<file path="src/hdl/hsl2rgb_pkg.sv">
// hsl2rgb_pkg: shared widths, defaults and types for the HSL to RGB converter.
// No dependencies; compiled first.
package hsl2rgb_pkg;

  // Field widths of the input and result items
  localparam int IN_W   = 16;
  localparam int CH_W   = 8;
  localparam int PACK_W = 24;

  // Default internal fraction width
  localparam int FRAC_BITS_DEF = 16;

  // Three color channels: red, green, blue
  localparam int NUM_CH = 3;

  // Piece of the hue ramp that a channel falls on
  typedef enum logic [1:0] {
    SEG_RISE,
    SEG_HIGH,
    SEG_FALL,
    SEG_LOW
  } seg_t;

endpackage

</file>
<file path="src/hdl/hsl2rgb_if.sv">
// hsl2rgb_if: valid/ready channel interfaces for the HSL input and RGB result.
// Depends on hsl2rgb_pkg for the field widths.

// HSL input channel
interface hsl2rgb_in_if;
  logic                          valid;
  logic                          ready;
  logic [hsl2rgb_pkg::IN_W-1:0]  hue;
  logic [hsl2rgb_pkg::IN_W-1:0]  saturation;
  logic [hsl2rgb_pkg::IN_W-1:0]  lightness;

  modport source (output valid, hue, saturation, lightness, input ready);
  modport sink   (input valid, hue, saturation, lightness, output ready);
endinterface

// RGB result channel
interface hsl2rgb_out_if;
  logic                           valid;
  logic                           ready;
  logic [hsl2rgb_pkg::CH_W-1:0]   red;
  logic [hsl2rgb_pkg::CH_W-1:0]   green;
  logic [hsl2rgb_pkg::CH_W-1:0]   blue;
  logic [hsl2rgb_pkg::PACK_W-1:0] packed_color;

  modport source (output valid, red, green, blue, packed_color, input ready);
  modport sink   (input valid, red, green, blue, packed_color, output ready);
endinterface

</file>
<file path="src/hdl/hsl_to_rgb_converter_top.sv">
// hsl_to_rgb_converter_top: five-stage pipelined HSL to RGB converter.
// Depends on hsl2rgb_pkg and the channel interfaces in hsl2rgb_if.sv.
//
// Converts one HSL pixel (Q0.16 hue, saturation, lightness) per clock, while
// the result side is not stalled, into 8-bit red, green and blue plus the
// packed 24-bit word. Throughput is one transfer per cycle unless the result
// side holds off; a result passes through the five register stages (product
// s*l, levels and hue pieces, ramp products, ramp select, scale by 255).
// Back-pressure on the result side stalls only the stages that hold data, so
// bubbles are squeezed out.
// FRAC_BITS (8..24) sets the internal fraction width; the output at
// FRAC_BITS = 16 matches the standard fixed-point formula exactly.
module hsl_to_rgb_converter_top #(
  parameter int FRAC_BITS = hsl2rgb_pkg::FRAC_BITS_DEF
) (
  input  logic          clk,
  input  logic          rst_n,
  hsl2rgb_in_if.sink    in_hsl,
  hsl2rgb_out_if.source out_rgb
);

  localparam int W      = FRAC_BITS;
  localparam int NCH    = hsl2rgb_pkg::NUM_CH;
  localparam int IN_W   = hsl2rgb_pkg::IN_W;
  localparam int CH_W   = hsl2rgb_pkg::CH_W;

  localparam int unsigned ONE_I        = 1 << FRAC_BITS;
  localparam int unsigned THIRD_I      = ONE_I / 3;
  localparam int unsigned TWO_THIRDS_I = (2 * ONE_I) / 3;

  localparam logic [W-1:0] TWO_THIRDS = W'(TWO_THIRDS_I);
  localparam logic [W+2:0] ONE_X      = (W+3)'(ONE_I);
  localparam logic [W+1:0] TWO_ONE_X  = (W+2)'(2 * ONE_I);
  localparam logic [W+2:0] SIX_X      = (W+3)'(6);
  localparam logic [W+8:0] SCALE_X    = (W+9)'(255);

  // Hue offsets: red +1/3, green 0, blue -1/3 (mod one)
  localparam logic [W-1:0] HUE_OFF [NCH] = '{
    W'(THIRD_I), W'(0), W'(ONE_I - THIRD_I)
  };

  // Stage handshake
  logic rdy_a, rdy_b, rdy_c, rdy_d, rdy_e;
  logic va_r, vb_r, vc_r, vd_r, ve_r;

  assign rdy_e = !ve_r || out_rgb.ready;
  assign rdy_d = !vd_r || rdy_e;
  assign rdy_c = !vc_r || rdy_d;
  assign rdy_b = !vb_r || rdy_c;
  assign rdy_a = !va_r || rdy_b;
  assign in_hsl.ready = rdy_a;

  always_ff @(posedge clk) begin
    if (!rst_n) begin
      va_r <= 1'b0;
      vb_r <= 1'b0;
      vc_r <= 1'b0;
      vd_r <= 1'b0;
      ve_r <= 1'b0;
    end else begin
      if (rdy_a) va_r <= in_hsl.valid;
      if (rdy_b) vb_r <= va_r;
      if (rdy_c) vc_r <= vb_r;
      if (rdy_d) vd_r <= vc_r;
      if (rdy_e) ve_r <= vd_r;
    end
  end

  // Input format conversion to W fraction bits
  logic [W-1:0] h_in, s_in, l_in;

  if (FRAC_BITS >= IN_W) begin : g_widen
    assign h_in = W'(in_hsl.hue)        << (FRAC_BITS - IN_W);
    assign s_in = W'(in_hsl.saturation) << (FRAC_BITS - IN_W);
    assign l_in = W'(in_hsl.lightness)  << (FRAC_BITS - IN_W);
  end else begin : g_narrow
    assign h_in = W'(in_hsl.hue        >> (IN_W - FRAC_BITS));
    assign s_in = W'(in_hsl.saturation >> (IN_W - FRAC_BITS));
    assign l_in = W'(in_hsl.lightness  >> (IN_W - FRAC_BITS));
  end

  // Stage A: product s*l
  logic [2*W-1:0] sl_prod;
  logic [W-1:0]   p_nxt;
  logic [W-1:0]   ha_r, sa_r, la_r, pa_r;

  assign sl_prod = s_in * l_in;
  assign p_nxt   = sl_prod[2*W-1:W];

  always_ff @(posedge clk) begin
    if (rdy_a) begin
      ha_r <= h_in;
      sa_r <= s_in;
      la_r <= l_in;
      pa_r <= p_nxt;
    end
  end

  // Stage B: upper and lower levels, hue point and ramp piece per channel
  logic [W+1:0]              hi_wide;
  logic [W:0]                hi_nxt, lo_nxt, span_nxt;
  logic [W:0]                hib_r, lob_r, spanb_r;
  logic [W:0]                t_nxt   [NCH];
  hsl2rgb_pkg::seg_t         seg_nxt [NCH];
  logic [W:0]                tb_r    [NCH];
  hsl2rgb_pkg::seg_t         segb_r  [NCH];

  always_comb begin
    if (!la_r[W-1]) begin
      hi_wide = {2'b0, la_r} + {2'b0, pa_r};
    end else begin
      hi_wide = {2'b0, la_r} + {2'b0, sa_r} - {2'b0, pa_r};
    end
    hi_nxt   = hi_wide[W:0];
    lo_nxt   = {la_r, 1'b0} - hi_nxt;
    span_nxt = hi_nxt - lo_nxt;
  end

  always_comb begin
    logic [W-1:0] v;
    logic [W-1:0] d;
    logic [W+2:0] v6;
    logic [W+2:0] d6;
    logic [W+1:0] v3;
    for (int c = 0; c < NCH; c++) begin
      v  = ha_r + HUE_OFF[c];
      d  = TWO_THIRDS - v;
      v6 = {3'b0, v} * SIX_X;
      d6 = {3'b0, d} * SIX_X;
      v3 = {2'b0, v} + {1'b0, v, 1'b0};
      t_nxt[c] = d6[W:0];
      if (v6 < ONE_X) begin
        seg_nxt[c] = hsl2rgb_pkg::SEG_RISE;
        t_nxt[c]   = v6[W:0];
      end else if (!v[W-1]) begin
        seg_nxt[c] = hsl2rgb_pkg::SEG_HIGH;
      end else if (v3 < TWO_ONE_X) begin
        seg_nxt[c] = hsl2rgb_pkg::SEG_FALL;
      end else begin
        seg_nxt[c] = hsl2rgb_pkg::SEG_LOW;
      end
    end
  end

  always_ff @(posedge clk) begin
    if (rdy_b) begin
      hib_r   <= hi_nxt;
      lob_r   <= lo_nxt;
      spanb_r <= span_nxt;
      for (int c = 0; c < NCH; c++) begin
        tb_r[c]   <= t_nxt[c];
        segb_r[c] <= seg_nxt[c];
      end
    end
  end

  // Stage C: ramp products span*t
  logic [W:0]        rise_nxt [NCH];
  logic [W:0]        hic_r, loc_r;
  logic [W:0]        risec_r  [NCH];
  hsl2rgb_pkg::seg_t segc_r   [NCH];

  always_comb begin
    logic [2*W+1:0] prod;
    for (int c = 0; c < NCH; c++) begin
      prod        = spanb_r * tb_r[c];
      rise_nxt[c] = prod[2*W:W];
    end
  end

  always_ff @(posedge clk) begin
    if (rdy_c) begin
      hic_r <= hib_r;
      loc_r <= lob_r;
      for (int c = 0; c < NCH; c++) begin
        risec_r[c] <= rise_nxt[c];
        segc_r[c]  <= segb_r[c];
      end
    end
  end

  // Stage D: select the ramp level
  logic [W:0] ramp_nxt  [NCH];
  logic [W:0] rampd_r   [NCH];

  always_comb begin
    logic [W+1:0] sum;
    for (int c = 0; c < NCH; c++) begin
      sum = {1'b0, loc_r} + {1'b0, risec_r[c]};
      case (segc_r[c]) inside
        hsl2rgb_pkg::SEG_RISE,
        hsl2rgb_pkg::SEG_FALL: ramp_nxt[c] = sum[W:0];
        hsl2rgb_pkg::SEG_HIGH: ramp_nxt[c] = hic_r;
        default:               ramp_nxt[c] = loc_r;
      endcase
    end
  end

  always_ff @(posedge clk) begin
    if (rdy_d) begin
      for (int c = 0; c < NCH; c++) begin
        rampd_r[c] <= ramp_nxt[c];
      end
    end
  end

  // Stage E: scale by 255, saturate, output register
  logic [CH_W-1:0] ch_nxt [NCH];
  logic [CH_W-1:0] che_r  [NCH];

  always_comb begin
    logic [W+8:0] scaled;
    logic [8:0]   c9;
    for (int c = 0; c < NCH; c++) begin
      scaled    = {8'b0, rampd_r[c]} * SCALE_X;
      c9        = scaled[W+8:W];
      ch_nxt[c] = c9[8] ? {CH_W{1'b1}} : c9[CH_W-1:0];
    end
  end

  always_ff @(posedge clk) begin
    if (rdy_e) begin
      for (int c = 0; c < NCH; c++) begin
        che_r[c] <= ch_nxt[c];
      end
    end
  end

  // Result channel
  assign out_rgb.valid        = ve_r;
  assign out_rgb.red          = che_r[0];
  assign out_rgb.green        = che_r[1];
  assign out_rgb.blue         = che_r[2];
  assign out_rgb.packed_color = {che_r[0], che_r[1], che_r[2]};

endmodule
</file>
<file path="src/flat_wrapper.sv">
// flat-port wrapper written by rule: the top's interface ports become plain ports
module hsl_to_rgb_converter_top_flat 
#(
  parameter int FRAC_BITS = hsl2rgb_pkg::FRAC_BITS_DEF
)
  (clk, rst_n, in_hsl_valid, in_hsl_hue, in_hsl_saturation, in_hsl_lightness, in_hsl_ready, out_rgb_valid, out_rgb_red, out_rgb_green, out_rgb_blue, out_rgb_packed_color, out_rgb_ready);
  hsl2rgb_in_if in_hsl_i ();
  hsl2rgb_out_if out_rgb_i ();
  input  logic clk;
  input  logic rst_n;
  input wire logic [$bits(in_hsl_i.valid)-1:0] in_hsl_valid;
  input wire logic [$bits(in_hsl_i.hue)-1:0] in_hsl_hue;
  input wire logic [$bits(in_hsl_i.saturation)-1:0] in_hsl_saturation;
  input wire logic [$bits(in_hsl_i.lightness)-1:0] in_hsl_lightness;
  output wire logic [$bits(in_hsl_i.ready)-1:0] in_hsl_ready;
  output wire logic [$bits(out_rgb_i.valid)-1:0] out_rgb_valid;
  output wire logic [$bits(out_rgb_i.red)-1:0] out_rgb_red;
  output wire logic [$bits(out_rgb_i.green)-1:0] out_rgb_green;
  output wire logic [$bits(out_rgb_i.blue)-1:0] out_rgb_blue;
  output wire logic [$bits(out_rgb_i.packed_color)-1:0] out_rgb_packed_color;
  input wire logic [$bits(out_rgb_i.ready)-1:0] out_rgb_ready;
  assign in_hsl_i.valid = in_hsl_valid;
  assign in_hsl_i.hue = in_hsl_hue;
  assign in_hsl_i.saturation = in_hsl_saturation;
  assign in_hsl_i.lightness = in_hsl_lightness;
  assign in_hsl_ready = in_hsl_i.ready;
  assign out_rgb_valid = out_rgb_i.valid;
  assign out_rgb_red = out_rgb_i.red;
  assign out_rgb_green = out_rgb_i.green;
  assign out_rgb_blue = out_rgb_i.blue;
  assign out_rgb_packed_color = out_rgb_i.packed_color;
  assign out_rgb_i.ready = out_rgb_ready;
  hsl_to_rgb_converter_top #(.FRAC_BITS(FRAC_BITS)) u_core (.clk(clk), .rst_n(rst_n), .in_hsl(in_hsl_i), .out_rgb(out_rgb_i));
endmodule
</file>
<file path="config.mk">
export PLATFORM = sky130hd
export DESIGN_NAME = hsl_to_rgb_converter_top_flat
export DESIGN_NICKNAME = d
export VERILOG_FILES = /design/src/hdl/hsl2rgb_pkg.sv /design/src/hdl/hsl2rgb_if.sv /design/src/hdl/hsl_to_rgb_converter_top.sv /design/src/flat_wrapper.sv
export SDC_FILE = /design/constraint.sdc
export NUM_CORES = 2
export LEC_CHECK = 0
export BUFFER_PORTS_ARGS = -buffer_cell sky130_fd_sc_hd__buf_2
export CAP_MARGIN = 40
export CORE_MARGIN = 3
export CORE_UTILIZATION = 37
export CTS_BUF_LIST = sky130_fd_sc_hd__clkbuf_8
export CTS_CLUSTER_SIZE = 10
export DETAILED_ROUTE_END_ITERATION = 10
export GPL_ROUTABILITY_DRIVEN = 0
export PLACE_DENSITY_LB_ADDON = 0.3
export SYNTH_ARGS = -nofsm -noshare
export SYNTH_HDL_FRONTEND = slang
export SYNTH_SLANG_ARGS = --single-unit
</file>
<file path="constraint.sdc">
create_clock -name clk -period 14.8 [get_ports clk]
set_input_delay 1.48 -clock clk [delete_from_list [all_inputs] [get_ports clk]]
set_output_delay 1.48 -clock clk [all_outputs]
set_load 0.01 [all_outputs]
</file>
After elaboration in Yosys (flattened, before gate mapping)
Memory sizes are Yosys's and may differ from the RTL's.
Cells that the tools add are included.
{ "word_totals": {"reg_bits": 154, "mem_bits_rw": 189, "in_bits": 52, "output_inout_bits": 50, "wordCells": 107, "mem_count": 6} }
{ "memory_table": {"columns": ["name", "words", "width", "read_ports", "rd_ports_with_merged_regs", "wr", "line", "source"], "rows": [
  ["u_core.rampd_r", 3, 17, 3, 0, 3, "hsl_to_rgb_converter_top.sv:184", "logic [W:0] rampd_r [NCH];"],
  ["u_core.risec_r", 3, 17, 3, 0, 3, "hsl_to_rgb_converter_top.sv:160", "logic [W:0] risec_r [NCH];"],
  ["u_core.tb_r", 3, 17, 3, 0, 3, "hsl_to_rgb_converter_top.sv:105", "logic [W:0] tb_r [NCH];"],
  ["u_core.che_r", 3, 8, 3, 0, 3, "hsl_to_rgb_converter_top.sv:209", "logic [CH_W-1:0] che_r [NCH];"],
  ["u_core.segb_r", 3, 2, 3, 0, 3, "hsl_to_rgb_converter_top.sv:106", "hsl2rgb_pkg::seg_t segb_r [NCH];"],
  ["u_core.segc_r", 3, 2, 3, 0, 3, "hsl_to_rgb_converter_top.sv:161", "hsl2rgb_pkg::seg_t segc_r [NCH];"]
]} }
{ "op_classes": {"add_sub_neg": 16, "mul": 13, "magnitude_cmp": 6, "eq_ne": 6, "n_mux": 30, "reduce_logical": 16} }
{ "op_table": {"columns": ["operator", "n"], "rows": [
  ["$mux W17", 10],
  ["$mul A17 B17 Y33", 3],
  ["$mul A17 B8 Y25 const B", 3],
  ["$lt A19 B17 Y1 const B", 3],
  ["$add A16 B17 Y18", 3],
  ["$lt A18 B18 Y1 const B", 3],
  ["$mul A16 B2 Y18 const B", 3],
  ["$add A17 B17 Y17", 3],
  ["$mul A16 B2 Y16 const B", 3],
  ["$sub A16 B16 Y16 const A", 3],
  ["$add A16 B16 Y17", 2],
  ["$sub A17 B17 Y17", 2],
  ["$mul A16 B16 Y32", 1],
  ["$mux W8", 3],
  ["$sub A17 B16 Y17", 1],
  ["$add A16 B15 Y16 const B", 1],
  ["$add A16 B16 Y16 const B", 1],
  ["$mux W2", 6],
  ["$mux W1", 11],
  ["$eq A2 B1 Y1 const B", 3],
  ["$eq A2 B2 Y1 const B", 3],
  ["$logic_not A2 Y1", 3],
  ["$reduce_or A2 Y1", 3],
  ["$logic_not A1 Y1", 5],
  ["$logic_or A1 B1 Y1", 5]
]} }

Logic depth before layout (Yosys ltp)
{ "depth": {"depth_word": 7, "ltp_mapped": 30, "ltp_nobuf": 30} }

Least setup slack after synthesis
OpenSTA, ideal clock, no wires.
{ "synth_path": {"path_type": "in2reg", "from": "in in_hsl_saturation[11]", "to": "reg u_core.pa_r[15], data pin", "setup_ps": 260, "t_arrival_ps": 7222, "t_required_ps": 14540, "slack_ps": 7318, "stages": 23, "n_path_buf": 1, "cell_sequence": "clkbuf_1 > nand2_1 > fa_1 > fa_1 > fa_1 > inv_1 > fa_1 > fa_1 > inv_1 > fa_1 > inv_1 > ha_1 > nor2_1 > nand4_1 > a211o_1 > nand3_1 > a21oi_1 > o311ai_0 > a211oi_1 > a211o_1 > a211o_1 > a21o_1 > xnor2_1"} }
{ "synth_between": {"elab_chain_len": 1} }
{ "synth_rtl": {"columns": ["item", "line", "source"], "rows": [
  ["from (decl)", "flat_wrapper.sv:13", "input wire logic [$bits(in_hsl_i.saturation)-1:0] in_hsl_saturation;"],
  ["$mul A16 B16 Y32", "hsl_to_rgb_converter_top.sv:87", "assign sl_prod = s_in * l_in;"],
  ["named net u_core.sl_prod[31]", "hsl_to_rgb_converter_top.sv:83", "logic [2*W-1:0] sl_prod;"],
  ["to (signal assigned)", "hsl_to_rgb_converter_top.sv:95", "pa_r <= p_nxt;"],
  ["to (decl)", "hsl_to_rgb_converter_top.sv:85", "logic [W-1:0] ha_r, sa_r, la_r, pa_r;"]
]} }
The timed path passes the listed nets, and every way through them passes these cells.
A chain may end at the register's enable or synchronous reset.

==> metrics.txt <==
nature of the critical path startpoint flop; leading post-synthesis cells by cell area fa_1 33%, ha_1 16%, edfxtp_1 15%, inv_1 8.6%, and2_1 5.0%; Setup crit end kind flop; synth cell count leaders 1,480 x inv_1, 1,050 x fa_1, 826 x ha_1; Async SR Flop Fraction 0; Starting Density 0.373; fin crit share 0.537; chip width between 400 and 500 um; Initial DRC Count 2,099; Final min period 7.95 ns; total track usage 0.173; fin worst setup slack 6.85 ns; f_max 0.126 GHz; Clk Tree Root Cell clkbuf_8; RSZ-0062 raised after global routing false; Max Buffers Root-to-Sink 3; CTS tree yes; # rows 152; DR DRC count 0; total grt overflow 0; critical path arrival 8.45 ns; worst-path fanout max 32; post-synth top area cell fa_1; Post-synth EDFFs 332; Syn Std Cell Area about 64,000 sq um; predominant post-synthesis flop cell edfxtp_1; Avg Inst Size Synth 9.59 sq um; setup violators final 0; Yosys top cell area share 0.327; Fin. Hold Viols 0; critical path type reg2reg; Syn. warnings 0; CTS resizes 0; hold_ws approximately 0.38 ns; share of layout cells above drive strength 1 0.0433; core area 172,000 sq um; largest net degree at the start of global routing 70; Post-Place Worst Slack 6.64 ns; clk sinks 337; Area growth, synth to finish 6.93%; DR pass1 iterations 5; number of buffers created by CTS 71; slew at the pin with the worst max-slew slack approximately 1 ns; Final #Nets 8,666; Final ANT Viol Nets 0; #FFs+latches synth 337; most instantiated library cell after synthesis inv_1; number of H-tree levels 3; clock-pin slew on the worst setup and hold paths 0.06 ns; status completed; setup repair bufs after CTS 0; number of global-route vias before repair 47,454; max-cap viol count 0; initial antenna violation count 17; Routed Wire Length 153,000 um; max-slew violation count 0; Die ar. 179,000 sq um; Worst Hold Class reg2reg; post-synthesis sequential area ratio 0.156; Post-DP HPWL 121,000 um; clock skew 0.0629 ns; gate count after technology mapping 6,713; Post-CTS Hold Fix Bufs 0; I/O pin cnt around 100; synth unique cells 85; clk_lat worst skew 0.76 ns; Worst slew margin 0.343; setup TNS 0 ns; CP Data Required Time ~15 ns; Die Ht 423 um; global-route wire length before repair 249,000 um; # port buffers 101; wire per inst 16.8 um; via count between 40,000 and 50,000; R2R Setup Slk ~7 ns; Via density 4.84
==> registers in the layout (all words and copies together), names as in the netlist, 6 cells and up <==
register and flops:
u_core.rampd_r 51, u_core.risec_r 51, u_core.tb_r 48, u_core.che_r 24, u_core.lob_r 17, u_core.loc_r 17
u_core.ha_r 16, u_core.hib_r 16, u_core.hic_r 16, u_core.la_r 16, u_core.pa_r 16, u_core.sa_r 16
u_core.spanb_r 16, u_core.segb_r 6, u_core.segc_r 6
==> logic make-up (layout without fill, tap and decap cells) <==
kind of cell,Yosys count,in the layout,synth area share
flip-flops,337,337,0.156
adder cells (fa/ha/maj),1879,1879,0.488
XOR/XNOR,314,314,0.0432
multiplexers,57,57,0.00922
buffers and inverters,1707,1756,0.101
AND/OR/NAND/NOR,1684,1684,0.128
AO/OA/AOI/OAI,733,733,0.0744
other,2,35,0.000117
==> final timing paths <==
| check | endpoint | from | cells after the start |
|---|---|---|---|
| setup / recovery | u_core.risec_r[0][50] | u_core.spanb_r[11] | 24 |
| setup reg to reg | u_core.risec_r[0][50] | u_core.spanb_r[11] | 24 |
| hold / removal | u_core.loc_r[1] | u_core.lob_r[1] | 0 |
| hold reg to reg | u_core.loc_r[1] | u_core.lob_r[1] | 0 |
==> area by class of cell <==
type	count	area, sq um
Fill cell	17086	103000
Antenna cell	2	5.00
Clock buffer	71	977
Inverter	1486	5580
Sequential cell	337	10100
Clock inverter	57	422
Tap cell	2310	2890
Timing Repair Buffer	142	951
Multi-Input combinational cell	4700	47900
==> critical path, stage by stage (launching register included) <==
cell and delay (ns):
edfxtp_1 0.78, buf_4 0.54, nand2_1 0.15, fa_1 0.53
fa_1 0.53, fa_1 0.52, inv_1 0.05, fa_1 0.50
fa_1 0.49, inv_1 0.05, fa_1 0.47, inv_1 0.04
ha_1 0.28, and3_1 0.19, a221oi_1 0.34, nor2b_1 0.08
a31o_2 0.27, a31o_2 0.31, a32o_1 0.31, o211a_1 0.26
o21a_1 0.20, o21a_1 0.19, or3_1 0.33, a31oi_1 0.22
xnor2_1 0.09
==> per-layer routing <==
metal | wire length [um] | share of wire | up-vias | global-route usage
li1 | - | - | 20884 | -
met2 | 72500 | 0.47 | 889 | 0.292
met4 | 4270 | 0.028 | 12 | 0.0522
met3 | 7700 | 0.050 | 234 | 0.0276
met5 | 76 | 0.00050 | - | 0
met1 | 68300 | 0.45 | 22069 | 0.229
==> metrics by stage <==
stage	cell area, sq um	util	instances
3_5_place_dp	67400	0.391	8973
4_1_cts	68800	0.399	9101
6_report	68800	0.399	9105
3_3_place_gp	67200	0.390	8964
2_1_floorplan	64500	-	6744
5_1_grt	68800	0.399	9105
==> cells in the final DEF, fill, tap and decap left out, types with 103 or more instances in the layout <==
cell type,instances
nand2_1,664
xnor2_1,224
o21ai_0,139
edfxtp_1,332
buf_2,103
inv_1,1490
a21oi_1,221
ha_1,826
fa_1,1050
and2_1,518
nor2_1,221
Power is not shown: default switching activity piles up to over one toggle a cycle in this logic, so the estimate is an artifact.
